## config.mk

```make
export PLATFORM = sky130hd
export DESIGN_NAME = iap_fifo
export DESIGN_NICKNAME = d
export VERILOG_FILES = /design/src/rtl/iap_pkg.sv /design/src/rtl/iap_fifo.sv
export SDC_FILE = /design/constraint.sdc
export NUM_CORES = 1
export LEC_CHECK = 0
export ABC_AREA = 0
export BUFFER_PORTS_ARGS = -buffer_cell sky130_fd_sc_hd__buf_2
export CAP_MARGIN = 20
export CORE_AREA = 2 2 329 331
export CTS_CLUSTER_SIZE = 8
export DETAILED_ROUTE_END_ITERATION = 7
export DIE_AREA = 0 0 331 333
export PLACE_DENSITY_LB_ADDON = 0.05
export SYNTH_ARGS = -nofsm -noshare
export SYNTH_HDL_FRONTEND = slang
export SYNTH_SLANG_ARGS = --single-unit
```

## constraint.sdc

```tcl
create_clock -name clk -period 23.6 [get_ports clk]
set_clock_uncertainty 0.15 [all_clocks]
set_input_delay 2.36 -clock clk [delete_from_list [all_inputs] [get_ports clk]]
set_output_delay 2.36 -clock clk [all_outputs]
set_load 0.02 [all_outputs]
```

## src/rtl/iap_pkg.sv

```systemverilog
// Shared constants, widths and structs of the intercept aim point block.
// No dependencies; every other file refers to it by scoped names.
`timescale 1ns / 1ps
`default_nettype none
package iap_pkg;

  // Fraction bits of the Q format; they cancel in the solution.
  localparam int FRAC_BITS = 16;

  localparam int SPEED_W    = 31;
  localparam int CFG_IDX_W  = 8;
  localparam int CFG_DATA_W = 32;

  localparam logic [SPEED_W-1:0]   SPEED_RESET    = 31'(1) << FRAC_BITS;
  localparam logic [CFG_IDX_W-1:0] CFG_IDX_SPEED  = 8'd0;
  localparam logic [CFG_IDX_W-1:0] CFG_IDX_MODE   = 8'd1;
  localparam logic                 MODE_BALLISTIC = 1'b1;

  localparam int QM_W     = 64;
  localparam int C_W      = 67;
  localparam int AM_W     = 64;
  localparam int DISC_W   = 128;
  localparam int ROOT_W   = 64;
  localparam int SQ_REM_W = 67;
  localparam int NUM_W    = 67;
  localparam int DEN_W    = 65;
  localparam int PROD_W   = 99;
  localparam int QB       = 34;
  localparam int OFF_W    = 35;

  localparam logic [OFF_W-1:0] OFF_CLAMP = 35'h2_0000_0000;

  localparam int FIFO_DEPTH = 4;
  localparam int FIFO_AW    = 2;

  // One classified request handed from front to back.
  typedef struct packed {
    logic signed [31:0] px;
    logic signed [31:0] py;
    logic signed [31:0] dx;
    logic signed [31:0] dy;
    logic [QM_W-1:0]    qm;
    logic               qneg;
    logic [C_W-1:0]     c;
    logic [AM_W-1:0]    am;
    logic               apos;
    logic               lin;
    logic               skip;
  } iap_job_t;

  // Sideband that travels with the two divider lanes.
  typedef struct packed {
    logic signed [31:0] px;
    logic signed [31:0] py;
    logic               negx;
    logic               negy;
    logic               bigx;
    logic               bigy;
    logic               skip;
  } iap_dside_t;

endpackage
`default_nettype wire

```

## src/rtl/iap_fifo.sv

```systemverilog
// Short request queue between front and back end.
// Depends on iap_pkg for the request struct and depth.
`timescale 1ns / 1ps
`default_nettype none
module iap_fifo (
  input  logic              clk,
  input  logic              rst_n,
  input  logic              push_valid,
  input  iap_pkg::iap_job_t push_data,
  output logic              push_ready,
  output logic              pop_valid,
  output iap_pkg::iap_job_t pop_data,
  input  logic              pop_ready
);

  iap_pkg::iap_job_t             mem_r [iap_pkg::FIFO_DEPTH];
  logic [iap_pkg::FIFO_AW-1:0]   wr_ptr_r, rd_ptr_r;
  logic [iap_pkg::FIFO_AW:0]     count_r;
  logic                          push, pop;

  assign push_ready = count_r != (iap_pkg::FIFO_AW+1)'(iap_pkg::FIFO_DEPTH);
  assign pop_valid  = count_r != '0;
  assign pop_data   = mem_r[rd_ptr_r];
  assign push       = push_valid && push_ready;
  assign pop        = pop_valid && pop_ready;

  always_ff @(posedge clk) begin
    if (!rst_n) begin
      wr_ptr_r <= '0;
      rd_ptr_r <= '0;
      count_r  <= '0;
    end else begin
      if (push) wr_ptr_r <= wr_ptr_r + 1'b1;
      if (pop)  rd_ptr_r <= rd_ptr_r + 1'b1;
      if (push && !pop)      count_r <= count_r + 1'b1;
      else if (pop && !push) count_r <= count_r - 1'b1;
    end
  end

  always_ff @(posedge clk) begin
    if (push) mem_r[wr_ptr_r] <= push_data;
  end

endmodule
`default_nettype wire

```

==> metrics.yaml <==
timing:
  rsz0062_at_grt: "false"
  worst_pin_slew_ns: 1.056
  slew_viol_final: 0
  period_share_pct: 28.15
  setup_viol: 0
  max_freq_mhz: 150.5
  final.setup.tns_ns: 0
  relSlewSlack_pct: 29.63
  hold_viol_final: 0
  layout_min_cycle_time_ns: 6.644
  layout_setup_ws_ns: 16.96
floorplan:
  row_count: 120
  ios: 660
  core_mm2: 0.1066
  chipWidth_um: 331
  start_util_pct: 44.61
  die_y_um: 333
  design.die.area_mm2: 0.1102
clock_network:
  numCtsBuffers: 182
  root_buffer: "clkbuf_16"
  cts_tree: "done"
  htree_levels: 4
  cts_resized: 0
  clock_latency_ns: 0.74
  cts_buffer_depth: 3
  cts.clk_slew.worst_paths_ns: 0.05
  clock-sinks: 1317
  post_cts_buffers: 0
  hold_buffers: 0
setup_path:
  cp-end-kind: "output port"
  critPathKind: "flip-flop to output port"
  critPathMaxFanout: 45
  required_ns: 21.09
  cp.arrival_ns: 4.13
  rr_worst_depth: 6
  cp-start-kind: "flip-flop"
power:
  total_power_w: 0.006819
  combPwrFrac_pct: 24.3
  seqPwrFrac_pct: 42.7
  powerDensity_mw_per_mm2: 118.9
  leakage_nw: 19.05
  internal_power_w: 0.004858
  power_switching_w: 0.001961
  switching_share_pct: 28.76
  ir_drop_uv: 75.90
  clock_power_share_pct: 33.0
global_routing:
  gr-total-overflow: 0
  antenna_found_initial: 68
  first_global_vias: 23010
  grt_max_degree: 152
  track_usage_pct: 19.33
  grt_pass1_wl_mm: 153.2
drt:
  ant_nets: 0
  routedWlPerCell_um: 26.66
  drt-initial-drc-count: 1391
  drt-total-wl_mm: 106.6
  viasPerCell: 5.415
  num_vias: 21650
  drcViolationCount: 0
  dr.pass1.iters: 7
synthesis:
  yosys_warnings: 0
  synth_area_leader_cell: "edfxtp_1"
  syn_inst: 1756
  ys_seq_elements: 1317
  postSynth.asyncResetShare_pct: 0
  synth_area_mm2: 0.04755
  synth_commonest_cells: "edfxtp_1 (1308), mux4_2 (327), buf_4 (29)"
  syn_area_per_cell_um2: 27.08
  seq_area_frac_synth_pct: 82.98
  ys_types: 24
  synth_top_area_share_pct: 82.60
  synth_edf_count: 1308
  synth_most_common_cell: "edfxtp_1"
  synth_fp_nets: 2093
  synth_ff_type: "edfxtp_1"
  synthTopCellsByArea: "edfxtp_1 (83%), mux4_2 (15%), buf_4 (0.46%)"
status:
  status: "finished clean"
flow_run:
  drv_cap: 0
cells_and_area:
  final_nets: 2893
  fillers: 8245
  final_core_util_pct: 53.80
  register_area_mm2: 0.03947
  syn2layout_area_growth_pct: 20.62
  final_cell_area_mm2: 0.05736
  drive_gt1_share_pct: 47.34
  multi_input_area_mm2: 0.007650
place:
  pre_cts_ws_ns: 16.50
  postPlaceCellArea_mm2: 0.05242
  io_buffers: 659
  place.gp.congestion: 0.7358
  hpwl_mm: 65.50
hold_path:
  holdCritPathClass: "flip-flop to flip-flop"
  min_path_cells: 2
## metrics by stage
step	hold slack, ns	cells
detailed placement	0.3425	3773
global route	0.3806	3994
global placement	0.3272	3773
floorplan	0.3177	1756
finish	0.3632	3999
CTS	0.3491	3978
## power by group through the flow
stage / combinational (W) / sequential [W] / clock (W)
floorplan: 0.00113 / 0.00300 / 0
global placement: 0.00169 / 0.00295 / 0
detailed placement: 0.00169 / 0.00296 / 0
CTS: 0.00170 / 0.00292 / 0.00231
global route: 0.00177 / 0.00294 / 0.00240
finish: 0.00166 / 0.00291 / 0.00225
## final timing paths
path / slack (ns) / end / start
setup / recovery: 16.96 / pop_data[240] / flip-flop
hold / removal: 0.36 / wr_ptr_r[0] / wr_ptr_r[0]
setup reg to reg: 18.50 / mem_r[2][40] / count_r[0]
hold reg to reg: 0.36 / wr_ptr_r[0] / wr_ptr_r[0]
## layout make-up
| class | count | share of cell area [%] |
|---|---|---|
| tap | 1403 | 3.061 |
| clock buffer | 190 | 8.030 |
| sequential | 1317 | 68.81 |
| antenna | 19 | 0.08290 |
| clock inverter | 15 | 0.3905 |
| inverter | 3 | 0.01963 |
| timing repair buffer | 690 | 6.270 |
| multi-input combinational | 362 | 13.34 |
## cells in the final DEF (no fill, tap or decap), drive strengths merged, types with 2 or more instances in the layout
cell       n
xnor2      3
diode     19
and2       8
ha         5
mux2i      3
nand2      5
or3        2
edfxtp  1308
inv       11
a21boi     2
buf      690
dfxtp      9
mux4     327
clkbuf   190
clkinv     7
## metal layers
metal  up-vias  GRT usage [%]  routed length (um)
met1     11400          23.37               40390
li1       9233              -                   -
met5         -              0                 394
met3       245          7.366                9173
met2       712          31.83               53990
met4        62          6.603                2656
## flip-flops by register name, summed over array words and instances, names as in the netlist, named ones only
register  flops
count_r       3
wr_ptr_r      2
rd_ptr_r      2
mem_r      1308
## worst max-delay path: stages (launching register included)
cell and delay [ns]:
dfxtp_4 0.80, buf_4 0.81, buf_4 0.87, mux4_2 0.62, buf_2 0.18
## cells by family (layout without fill, tap and decap cells)
kind of cell,Yosys count,count (layout),share of synthesized area (%)
buf+inv,77,898,0.9551
other cells,0,19,0
compound gates,5,5,0.07632
fa+ha+maj,6,6,0.1737
flops,1317,1317,82.98
xor+xnor,4,4,0.07369
simple gates,17,17,0.1921
mux,330,330,15.55
No activity file was read; power rests on OpenSTA's default activity.
